$ cat src/design/lwbc_pkg.sv
// Shared types and constants of the LRU write-back cache set.
// Used by lwbc_cell and lru_write_back_cache_set_top; depends on nothing.

package lwbc_pkg;

   // Address width of a cache line tag
   localparam int ADDR_W = 32;
   // Way index and recency rank fields, sized for the largest supported set (64 ways)
   localparam int IDX_W  = 6;

   // Probe token handed from cell to cell during a lookup
   typedef struct packed {
      logic              valid;
      logic [ADDR_W-1:0] addr;
      logic              hit;
      logic [IDX_W-1:0]  hit_idx;
      logic [IDX_W-1:0]  hit_rank;
      logic [IDX_W-1:0]  vic_idx;
      logic [IDX_W-1:0]  vic_rank;
      logic              vic_dirty;
   } tok_type;

   // Update broadcast to every cell once the lookup is resolved
   typedef struct packed {
      logic              apply;
      logic [IDX_W-1:0]  idx;
      logic              hit;
      logic              is_write;
      logic [ADDR_W-1:0] addr;
      logic              old_valid;
      logic [IDX_W-1:0]  old_rank;
   } upd_type;

endpackage

$ cat src/design/lwbc_cell.sv
// One way of the cache set: tag, valid, dirty and recency rank, plus one probe stage.
// Depends on lwbc_pkg for the token and update structs.

module lwbc_cell
   import lwbc_pkg::*;
#(
   parameter int WAYS       = 8,
   parameter int CELL_INDEX = 0
) (
   input  logic    clock,
   input  logic    reset,
   input  tok_type tok_in,
   output tok_type tok_out,
   input  upd_type upd
);

   localparam int RANK_W = (WAYS > 1) ? $clog2(WAYS) : 1;
   localparam logic [IDX_W-1:0] MY_IDX = IDX_W'(CELL_INDEX);

   logic [ADDR_W-1:0] addr_ff;
   logic              valid_ff;
   logic              dirty_ff;
   logic [RANK_W-1:0] rank_ff;
   tok_type           tok_ff;
   tok_type           tok_in_next;
   logic [IDX_W-1:0]  rank_ext;

   assign rank_ext = IDX_W'(rank_ff);
   assign tok_out  = tok_ff;

   // Fold this way into the probe: first match wins, highest rank wins, ties stay low
   always_comb begin
      tok_in_next = tok_in;
      if (!tok_in.hit && valid_ff && (addr_ff == tok_in.addr)) begin
         tok_in_next.hit      = 1'b1;
         tok_in_next.hit_idx  = MY_IDX;
         tok_in_next.hit_rank = rank_ext;
      end
      if ((CELL_INDEX == 0) || (rank_ext > tok_in.vic_rank)) begin
         tok_in_next.vic_idx   = MY_IDX;
         tok_in_next.vic_rank  = rank_ext;
         tok_in_next.vic_dirty = dirty_ff;
      end
   end

   always_ff @(posedge clock) begin
      if (reset) begin
         tok_ff.valid <= 1'b0;
      end else begin
         tok_ff.valid <= tok_in.valid;
      end
      tok_ff.addr      <= tok_in_next.addr;
      tok_ff.hit       <= tok_in_next.hit;
      tok_ff.hit_idx   <= tok_in_next.hit_idx;
      tok_ff.hit_rank  <= tok_in_next.hit_rank;
      tok_ff.vic_idx   <= tok_in_next.vic_idx;
      tok_ff.vic_rank  <= tok_in_next.vic_rank;
      tok_ff.vic_dirty <= tok_in_next.vic_dirty;
   end

   // Apply the resolved access: the touched way goes to rank zero, more recent ways age
   always_ff @(posedge clock) begin
      if (reset) begin
         valid_ff <= 1'b0;
         dirty_ff <= 1'b0;
         rank_ff  <= '0;
      end else if (upd.apply) begin
         if (upd.idx == MY_IDX) begin
            rank_ff <= '0;
            if (upd.hit) begin
               dirty_ff <= dirty_ff | upd.is_write;
            end else begin
               valid_ff <= 1'b1;
               dirty_ff <= upd.is_write;
            end
         end else if (valid_ff && (!upd.old_valid || (rank_ext < upd.old_rank))) begin
            rank_ff <= rank_ff + RANK_W'(1);
         end
      end
   end

   always_ff @(posedge clock) begin
      if (upd.apply && (upd.idx == MY_IDX) && !upd.hit) begin
         addr_ff <= upd.addr;
      end
   end

endmodule

$ cat src/design/lru_write_back_cache_set_top.sv
// Top level of one LRU write-back cache set built as a chain of way cells.
// Depends on lwbc_pkg and lwbc_cell.
//
//   channel | direction | tdata                      | tuser
//   req_    | in        | [31:0] line_address        | [0] is_write
//   rsp_    | out       | [0] hit, [1] dirty_writeback | none
//
// Flow: an access beat walks the chain one way per cycle, and a new access is
// taken only after the previous lookup has been resolved and its result
// registered; the set never holds more than one lookup at a time.
// Reset clears the valid, dirty and rank state of every way and the fill count.
// A result held by rsp_tready low does not block the next request beat; only the
// update of a finished lookup waits for the result register to be free.

module lru_write_back_cache_set_top
   import lwbc_pkg::*;
#(
   parameter int WAYS = 8
) (
   input  logic        clock,
   input  logic        reset,
   input  logic        req_tvalid,
   output logic        req_tready,
   input  logic [31:0] req_tdata,  // [31:0] line_address
   input  logic [0:0]  req_tuser,  // [0] is_write
   output logic        rsp_tvalid,
   input  logic        rsp_tready,
   output logic [7:0]  rsp_tdata   // [0] hit, [1] dirty_writeback, [7:2] zero
);

   localparam int CNT_W = $clog2(WAYS + 1);

   typedef enum logic [2:0] {
      S_IDLE = 3'b001,
      S_SCAN = 3'b010,
      S_DONE = 3'b100
   } state_type;

   state_type         state_ff, state_in;
   logic [CNT_W-1:0]  fill_count_ff, fill_count_in;
   logic              write_ff;
   tok_type           done_ff;
   logic              rsp_valid_ff, rsp_valid_in;
   logic              rsp_hit_ff, rsp_wb_ff;

   tok_type           chain [WAYS+1];
   logic [WAYS-1:0]   chain_valid;
   upd_type           upd;

   logic              req_beat;
   logic              rsp_free;
   logic              full;
   logic              wb;

   assign req_tready = (state_ff == S_IDLE);
   assign req_beat   = req_tvalid && req_tready;
   assign rsp_free   = !rsp_valid_ff || rsp_tready;
   assign full       = (fill_count_ff == CNT_W'(WAYS));

   // Inject a fresh probe at the head of the chain
   always_comb begin
      chain[0]           = '0;
      chain[0].valid     = req_beat;
      chain[0].addr      = req_tdata;
   end

   for (genvar g = 0; g < WAYS; g++) begin : g_way
      lwbc_cell #(
         .WAYS       (WAYS),
         .CELL_INDEX (g)
      ) u_cell (
         .clock   (clock),
         .reset   (reset),
         .tok_in  (chain[g]),
         .tok_out (chain[g+1]),
         .upd     (upd)
      );
      assign chain_valid[g] = chain[g+1].valid;
   end

   // Resolve the finished probe: hit way, next empty way, or the LRU victim
   always_comb begin
      upd.apply    = (state_ff == S_DONE) && rsp_free;
      upd.hit      = done_ff.hit;
      upd.is_write = write_ff;
      upd.addr     = done_ff.addr;
      upd.old_valid = done_ff.hit || full;
      if (done_ff.hit) begin
         upd.idx      = done_ff.hit_idx;
         upd.old_rank = done_ff.hit_rank;
      end else if (full) begin
         upd.idx      = done_ff.vic_idx;
         upd.old_rank = done_ff.vic_rank;
      end else begin
         upd.idx      = IDX_W'(fill_count_ff);
         upd.old_rank = '0;
      end
   end

   assign wb = !done_ff.hit && full && done_ff.vic_dirty;

   always_comb begin
      state_in      = state_ff;
      fill_count_in = fill_count_ff;
      rsp_valid_in  = rsp_valid_ff && !rsp_tready;
      unique case (state_ff)
         S_IDLE: begin
            if (req_beat) begin
               state_in = S_SCAN;
            end
         end
         S_SCAN: begin
            if (chain[WAYS].valid) begin
               state_in = S_DONE;
            end
         end
         S_DONE: begin
            if (rsp_free) begin
               state_in     = S_IDLE;
               rsp_valid_in = 1'b1;
               if (!done_ff.hit && !full) begin
                  fill_count_in = fill_count_ff + CNT_W'(1);
               end
            end
         end
         default: begin
            state_in = S_IDLE;
         end
      endcase
   end

   always_ff @(posedge clock) begin
      if (reset) begin
         state_ff      <= S_IDLE;
         fill_count_ff <= '0;
         rsp_valid_ff  <= 1'b0;
      end else begin
         state_ff      <= state_in;
         fill_count_ff <= fill_count_in;
         rsp_valid_ff  <= rsp_valid_in;
      end
   end

   // Payload registers: hold the access kind, catch the probe at the chain tail
   always_ff @(posedge clock) begin
      if (req_beat) begin
         write_ff <= req_tuser[0];
      end
      if ((state_ff == S_SCAN) && chain[WAYS].valid) begin
         done_ff <= chain[WAYS];
      end
      if (upd.apply) begin
         rsp_hit_ff <= done_ff.hit;
         rsp_wb_ff  <= wb;
      end
   end

   assign rsp_tvalid = rsp_valid_ff;
   assign rsp_tdata  = {6'b0, rsp_wb_ff, rsp_hit_ff};

   // Only one probe may be in the chain at any time
   a_one_probe: assert property (@(posedge clock) disable iff (reset)
      $onehot0(chain_valid))
      else $error("more than one probe in the way chain");

   // A probe reaches the tail only while a lookup is in progress
   a_tail_in_scan: assert property (@(posedge clock) disable iff (reset)
      chain[WAYS].valid |-> (state_ff == S_SCAN))
      else $error("probe left the chain outside a lookup");

   // The fill count never passes the number of ways
   a_fill_bound: assert property (@(posedge clock) disable iff (reset)
      fill_count_ff <= CNT_W'(WAYS))
      else $error("fill count beyond way count");

   // A writeback is reported only on a miss
   a_wb_on_miss: assert property (@(posedge clock) disable iff (reset)
      rsp_tvalid |-> !(rsp_tdata[0] && rsp_tdata[1]))
      else $error("writeback reported on a hit");

endmodule

$ cat config.mk
export PLATFORM = sky130hd
export DESIGN_NAME = lru_write_back_cache_set_top
export DESIGN_NICKNAME = d
export VERILOG_FILES = /design/src/design/lwbc_pkg.sv /design/src/design/lwbc_cell.sv /design/src/design/lru_write_back_cache_set_top.sv
export SDC_FILE = /design/constraint.sdc
export NUM_CORES = 1
export LEC_CHECK = 0
export BUFFER_PORTS_ARGS = -buffer_cell sky130_fd_sc_hd__buf_2
export CORE_ASPECT_RATIO = 1.1
export CORE_MARGIN = 2
export CORE_UTILIZATION = 40
export DETAILED_ROUTE_END_ITERATION = 12
export SYNTH_ARGS = -nofsm -noshare
export SYNTH_HDL_FRONTEND = slang
export SYNTH_SLANG_ARGS = --single-unit
$ cat constraint.sdc
create_clock -name clock -period 5.3 [get_ports clock]
set_input_delay 0.265 -clock clock [delete_from_list [all_inputs] [get_ports clock]]
set_output_delay 0.265 -clock clock [all_outputs]
set_load 0.03 [all_outputs]
=== Word level (Yosys, flattened, before mapping) ===
Index checks and enable logic that the tools add are counted.

* Reduce and logical (&&, ||, !) cells: 103
* Multiplexer cells: 49
* Add/sub/neg operators: 9
* Equality and inequality tests: 22
* Bitwise logic cells: 9
* Magnitude comparators: 15

{| class="wikitable"
|+ Operator list
! operator !! count
|-
| $eq A32 B32 Y1 || 8
|-
| $mux W3 || 27
|-
| $lt A3 B6 Y1 || 8
|-
| $logic_and A1 B1 Y1 || 46
|-
| $reduce_and A2 Y1 || 16
|-
| $reduce_and A3 Y1 || 10
|-
| $mux W4 || 7
|-
| $add A3 B1 Y3 const B || 8
|-
| $eq A6 B3 Y1 const B || 4
|-
| $gt A3 B3 Y1 || 7
|-
| $reduce_bool A2 Y1 || 8
|-
| $mux W13 || 1
|-
| $eq A6 B2 Y1 const B || 2
|-
| $logic_not A1 Y1 || 12
|-
| $mux W6 || 2
|-
| $logic_or A1 B1 Y1 || 10
|-
| $mux W1 || 10
|-
| $pmux W3 S3 || 1
|-
| $mux W8 || 1
|-
| $or A1 B1 Y1 || 8
|-
| $eq A6 B1 Y1 const B || 1
|-
| $logic_not A6 Y1 || 1
|-
| $add A4 B1 Y4 const B || 1
|-
| $eq A4 B4 Y1 const B || 1
|-
| 6 further kinds || 7
|}

* Logic and storage cells: 323
* Bits in registers: 776

=== Longest topological paths before layout ===
* Word-level depth: 8
* Depth in mapped cells: 13
* Mapped depth without buffers: 12

=== By module ===
Synthesis repeated with hierarchy kept, for this count alone.

* Cell total of the unflattened synthesis: 1877
* Area, all modules: 27057.2 µm²

{| class="wikitable"
|+ By module, submodules not included
! module !! area an instance (µm²) !! instances !! cells each !! seq. area each (µm²)
|-
| lwbc_cell (g_way[5].u_cell ...) || 3100.5 || 2 || 217 || 2242.2
|-
| lwbc_cell (g_way[1].u_cell ...) || 3099.2 || 2 || 217 || 2242.2
|-
| lwbc_cell (g_way[7].u_cell) || 3101.7 || 1 || 218 || 2242.2
|-
| lwbc_cell (g_way[3].u_cell) || 3100.5 || 1 || 218 || 2242.2
|-
| lwbc_cell (g_way[4].u_cell) || 3094.2 || 1 || 219 || 2242.2
|-
| lwbc_cell (g_way[0].u_cell) || 2816.5 || 1 || 191 || 2062.0
|-
| lru_write_back_cache_set_top || 2544.9 || 1 || 163 || 1991.9
|}

=== Worst setup path before layout ===
Ideal clock, no wire load.

* Path type: reg-to-reg
* From: reg fill_count_ff[0]
* To: reg g_way[6].u_cell.rank_ff[2]
* Stages on the path, launching flop included: 12
* Period minus slack after synthesis: 2928 ps
* Buffers on the path: 1
* Slack: 2372 ps
* Arrival time: 2842 ps
* Cell sequence: dfxtp_1 -> inv_1 -> ha_1 -> and3b_1 -> buf_6 -> and3_1 -> a21oi_1 -> ha_1 -> nor3_1 -> a221oi_2 -> or3_1 -> a221oi_2

* Longest elaborated chain between the ends: 8
* Elaborated cells on any way between the ends: 14
* Those cells by class: order compare (1); eq/ne (2); mux (5); reduce/logical (6)

{| class="wikitable"
|+ RTL lines
! element !! RTL line !! source
|-
| start, declared || lru_write_back_cache_set_top.sv:40 || <nowiki>logic [CNT_W-1:0] fill_count_ff, fill_count_in;</nowiki>
|-
| start signal, assigned || lru_write_back_cache_set_top.sv:139 || <nowiki>fill_count_ff <= fill_count_in;</nowiki>
|-
| $eq A4 B4 Y1 || lru_write_back_cache_set_top.sv:58 || <nowiki>assign full = (fill_count_ff == CNT_W'(WAYS));</nowiki>
|-
| $mux W3 || lru_write_back_cache_set_top.sv:91 || <nowiki>end else if (full) begin</nowiki>
|-
| $mux W6 || lru_write_back_cache_set_top.sv:88 || <nowiki>if (done_ff.hit) begin</nowiki>
|-
| $lt A3 B6 Y1 || lwbc_cell.sv:76 || <nowiki>end else if (valid_ff && (!upd.old_valid || (rank_ext < upd.old_rank))) begin</nowiki>
|-
| $logic_or A1 B1 Y1 || lwbc_cell.sv:76 ||
|-
| $logic_and A1 B1 Y1 || lwbc_cell.sv:76 ||
|-
| $reduce_bool A2 Y1 (no line) || -- ||
|-
| $reduce_and A2 Y1 (no line) || -- ||
|-
| end signal, assigned || lwbc_cell.sv:77 || <nowiki>rank_ff <= rank_ff + RANK_W'(1);</nowiki>
|-
| end, declared || lwbc_cell.sv:23 || <nowiki>logic [RANK_W-1:0] rank_ff;</nowiki>
|}

Parallel ways exist; a longest one is shown, timed or not.
A chain may end at the register's enable or synchronous reset.

=== Worst setup path in the final report ===
* From: reg fill_count_ff[0]
* To: reg g_way[0].u_cell.rank_ff[2]

* Longest elaborated chain between the ends: 8
* Elaborated cells on any way between the ends: 14
* Those cells by class: order compare (1); eq/ne (1); mux (5); reduce/logical (7)

{| class="wikitable"
|+ RTL lines
! element !! RTL line
|-
| $eq A4 B4 Y1 || lru_write_back_cache_set_top.sv:58
|-
| $mux W3 || lru_write_back_cache_set_top.sv:91
|-
| $mux W6 || lru_write_back_cache_set_top.sv:88
|-
| $lt A3 B6 Y1 || lwbc_cell.sv:76
|-
| $logic_or A1 B1 Y1 || lwbc_cell.sv:76
|-
| $logic_and A1 B1 Y1 || lwbc_cell.sv:76
|-
| $reduce_bool A2 Y1 (no line) || --
|-
| $reduce_and A2 Y1 (no line) || --
|-
| end signal, assigned || lwbc_cell.sv:77
|-
| end, declared || lwbc_cell.sv:23
|}

Parallel ways exist; a longest one is shown, timed or not.

==> qor.tcl <==
set qor(leading_post_synthesis_cells_by_cell_area) {edfxtp_1 (38%), dfxtp_1 (34%), xnor2_1 (7.3%)}
set qor(post_route_cells_drive_above_1_share_pct) 11.9
set qor(sequential_cell_area_sq_um) 17400
set qor(grt_max_degree) 62
set qor(largest_stage_delay_on_the_critical_path_ps) 790
set qor(root_buffer) {clkbuf_16}
set qor(clkSlewWorstSetupHoldPaths_ps) 60
set qor(finalClockSkew_ps) 47.5
set qor(power_density_nw_per_um2) 406
set qor(post_synth_num_cell_types) 71
set qor(maxSlewHeadroom_pct) 29.2
set qor(io_pins) 47
set qor(critPathMaxFanout) 10
set qor(pre_cts_slack_ps) 1730
set qor(hold_path_sink) {g_way[4].u_cell.dirty_ff}
set qor(gp_congestion) 0.837
set qor(synthesis.yosys.warnings) 0
set qor(synth_seq_cells) 715
set qor(grt_first_pass_wirelength_mm) 80.6
set qor(outcome) {finished, final reports clean}
set qor(dieHeight_um) 260
set qor(gr-usage-all-layers_pct) 18.0
set qor(dieWidth_um) 237
set qor(netlist_area_sq_um) 23900
set qor(dp_hpwl_mm) 38.5
set qor(port_buffers) 40
set qor(grt_antenna_before_repair) 2
set qor(max-vdd-ir-drop_mv) 0.323
set qor(hold_viol) 0
set qor(synth_edf_count) 305
set qor(postLayoutCoreUtil_pct) 47.4
set qor(clock_tree_from_tritoncts) {done}
set qor(async_set_or_reset_register_ratio_after_synthesis_pct) 0
set qor(areaGrowthSynthToFinish_pct) 16.5
set qor(syn-instance-count) 1608
set qor(hold_class) {in2reg}
set qor(cpLargestDelayFamily) {compound AO/OA/AOI/OAI gates}
set qor(max-clock-path-buffers) 3
set qor(layout_min_cycle_time_ps) 3680
set qor(data_required_critical_path_ps) 5840
set qor(route.antenna.remaining_nets) 0
set qor(grt_pass1_vias) 12700
set qor(fin_setup_tns_ps) 0
set qor(worstSkewPairLatency_ps) 630
set qor(fin_total_pwr_mw) 11.3
set qor(final-setup-viol-count) 0
set qor(route.detailed.wl_per_inst_um) 21.0
set qor(nFillCells) 5026
set qor(critical_path_launch_point) {fill_count_ff[0]}
set qor(r2r-start) {fill_count_ff[0]}
set qor(number_of_max_slew_violations_in_the_final_report) 0
set qor(timing.critical_path.cells) {inv_1, ha_1, and3b_1, and3_1, a21oi_1, ha_1, o211ai_1, a221o_2, nand2_1, or4_1, a21oi_1}
set qor(layout.nets) 1843
set qor(reg2reg_depth) 11
set qor(worstSetupPathType) {reg2reg}
set qor(worst-path-buf-inv) 1
set qor(worstPathArrival_ps) 4220
set qor(worst_hold_startpoint) {reset}
set qor(cts_max_level) 3
set qor(fmax_mhz) 272
set qor(netlist.area_leader.share_pct) 38.3
set qor(cts_buffers) 75
set qor(wl_mm) 54.1
set qor(route.detailed.vias_per_inst) 4.87
set qor(mean_area_per_synthesized_cell_sq_um) 14.9
set qor(p_leak_nw) 9.94
set qor(startpoint_type) {register}
set qor(tightestPinTransition_ps) 1050
set qor(floorplan.core_area_sq_um) 58800
set qor(grt_setup_unrepaired) {false}
set qor(path_depth) 11
set qor(num_vias) 12546
set qor(post_synth_top_flop) {dfxtp_1}
set qor(die_area_sq_um) 61700
set qor(overflow) 0
set qor(detail_route.drc_violations) 0
set qor(worstSetupEndpointType) {register}
set qor(dr.pass1.iters) 5
set qor(drtIter0Drc) 866
set qor(rows) 93
set qor(regToRegSetupSlack_ps) 1620
set qor(timing.rr.end) {g_way[0].u_cell.rank_ff[2]}
set qor(critPathSlowestCell) {a21oi_1}
set qor(synth_seq_area_share_pct) 72.7
set qor(finalCritPeriodShare_pct) 69.5
set qor(cts.sinks) 715
set qor(hold_depth) 3
set qor(starting_utilization_of_the_core_area_pct) 40.7
set qor(drv.max_cap_violation_count) 0
set qor(final.setup.worst_slack_ps) 1620
set qor(area_leader_netlist) {edfxtp_1}
set qor(multiInputGateArea_sq_um) 6150
-- routing by layer --
metal,routed length [um],vias up,track usage [%]
li1,-,5993,-
met1,22800,6179,22.1
met2,27200,282,31.4
met3,2250,92,3.41
met4,1890,0,6.94
met5,0,-,0
-- per-stage QoR --
| stage | hold WS (ps) | cell area (sq um) | std cells |
|---|---|---|---|
| floorplan | 293 | 23900 | 1613 |
| global placement | 351 | 25000 | 2401 |
| detailed placement | 350 | 25000 | 2401 |
| finish | 276 | 27800 | 2577 |
| global route | 270 | 27800 | 2575 |
| CTS | 254 | 27800 | 2575 |
-- cell usage after synthesis, types with 27 or more instances --
master,n
ha_1,53
xnor2_1,198
edfxtp_1,305
inv_1,63
dfxtp_1,410
a21oi_1,34
o21ai_0,27
nor4_1,28
nor2_1,42
nand2_1,48
nand2b_1,36
nand4_1,47
xor2_1,61
-- layout by cell type, fill, tap and decap left out, types with 7 or more instances in the layout --
master         synthesis  routed
clkbuf_1               7      21
nor2b_1               11      11
inv_1                 63      62
clkinv_2               1      10
nand3b_1              12      12
clkbuf_16              0      75
and2_1                15      15
xnor2_1              198     198
a21oi_1               34      34
nand2_1               48      48
clkbuf_8               0       8
edfxtp_1             305     305
o21ai_0               27      27
nand2b_1              36      36
dfxtp_1              410     410
clkinv_1               0      11
ha_1                  53      53
o211ai_1               9       9
buf_4                  8      13
nor3_1                23      23
mux2_2                25      25
nor4_1                28      28
xor2_1                61      61
nand3_1               26      26
nand4_1               47      47
buf_2                  5      40
o22ai_1                7       7
a22oi_1               10      10
nor3b_1                7       7
nor2_1                42      41
dlygate4sd3_1          0      35
-- cells by family (layout without fill, tap and decap cells) --
logic type	after synthesis	count (layout)	share of synthesized area, %
and+or+nand+nor	330	330	8.02
muxes	30	30	1.39
xor gates and xnor gates	259	259	9.50
adders and majority gates	53	53	2.78
other	1	8	0.0157
buffers and inverters	89	291	1.68
DFF	715	715	72.7
AOI/OAI and AO/OA	131	131	3.93
-- power breakdown --
group	leakage [nW]	switching, mW	internal, mW
logic	2.60	0.123	0.112
clock network	1.19	2.18	2.97
registers	6.15	0.0811	5.83
total	9.94	2.38	8.91
-- what timing repair did --
item / CTS / global route
endpoints found under the hold margin: 36 / 0
resized for setup: 0 / 0
setup buffers: 0 / 0
hold buffers: 35 / 0
endpoints found under the setup margin: 0 / 0
-- state kept, by name, indices dropped and copies added, names as in the netlist, 3 cells and up --
signal	count
g_way.u_cell.tok_out	362
done_ff	46
g_way.u_cell.addr_ff	256
g_way.u_cell.valid_ff	8
g_way.u_cell.rank_ff	24
state_ff	3
g_way.u_cell.dirty_ff	8
fill_count_ff	4
-- layout make-up --
class	count	share of cell area, %
antenna	2	0.0180
clock buffer	104	7.42
clock inverter	35	1.43
inverter	64	0.868
multi-input combinational	809	22.1
sequential	715	62.4
tap	760	3.42
timing repair buffer	88	2.33
-- worst max path at each step --
stage	endpoint	slack, ps
after global routing	g_way[4].u_cell.rank_ff[1]	1370
after CTS	g_way[4].u_cell.rank_ff[1]	1700
final	g_way[0].u_cell.rank_ff[2]	1620
after global placement	g_way[0].u_cell.rank_ff[2]	1740
after floorplan	g_way[6].u_cell.rank_ff[2]	2370
after detailed placement	g_way[0].u_cell.rank_ff[2]	1730
-- tightest hold or removal path: cells and delay by family --
kind	cells	cell delay, ps
buffers and inverters	2	410
and+or+nand+nor	1	160
No activity file was read; power rests on OpenSTA's default activity.
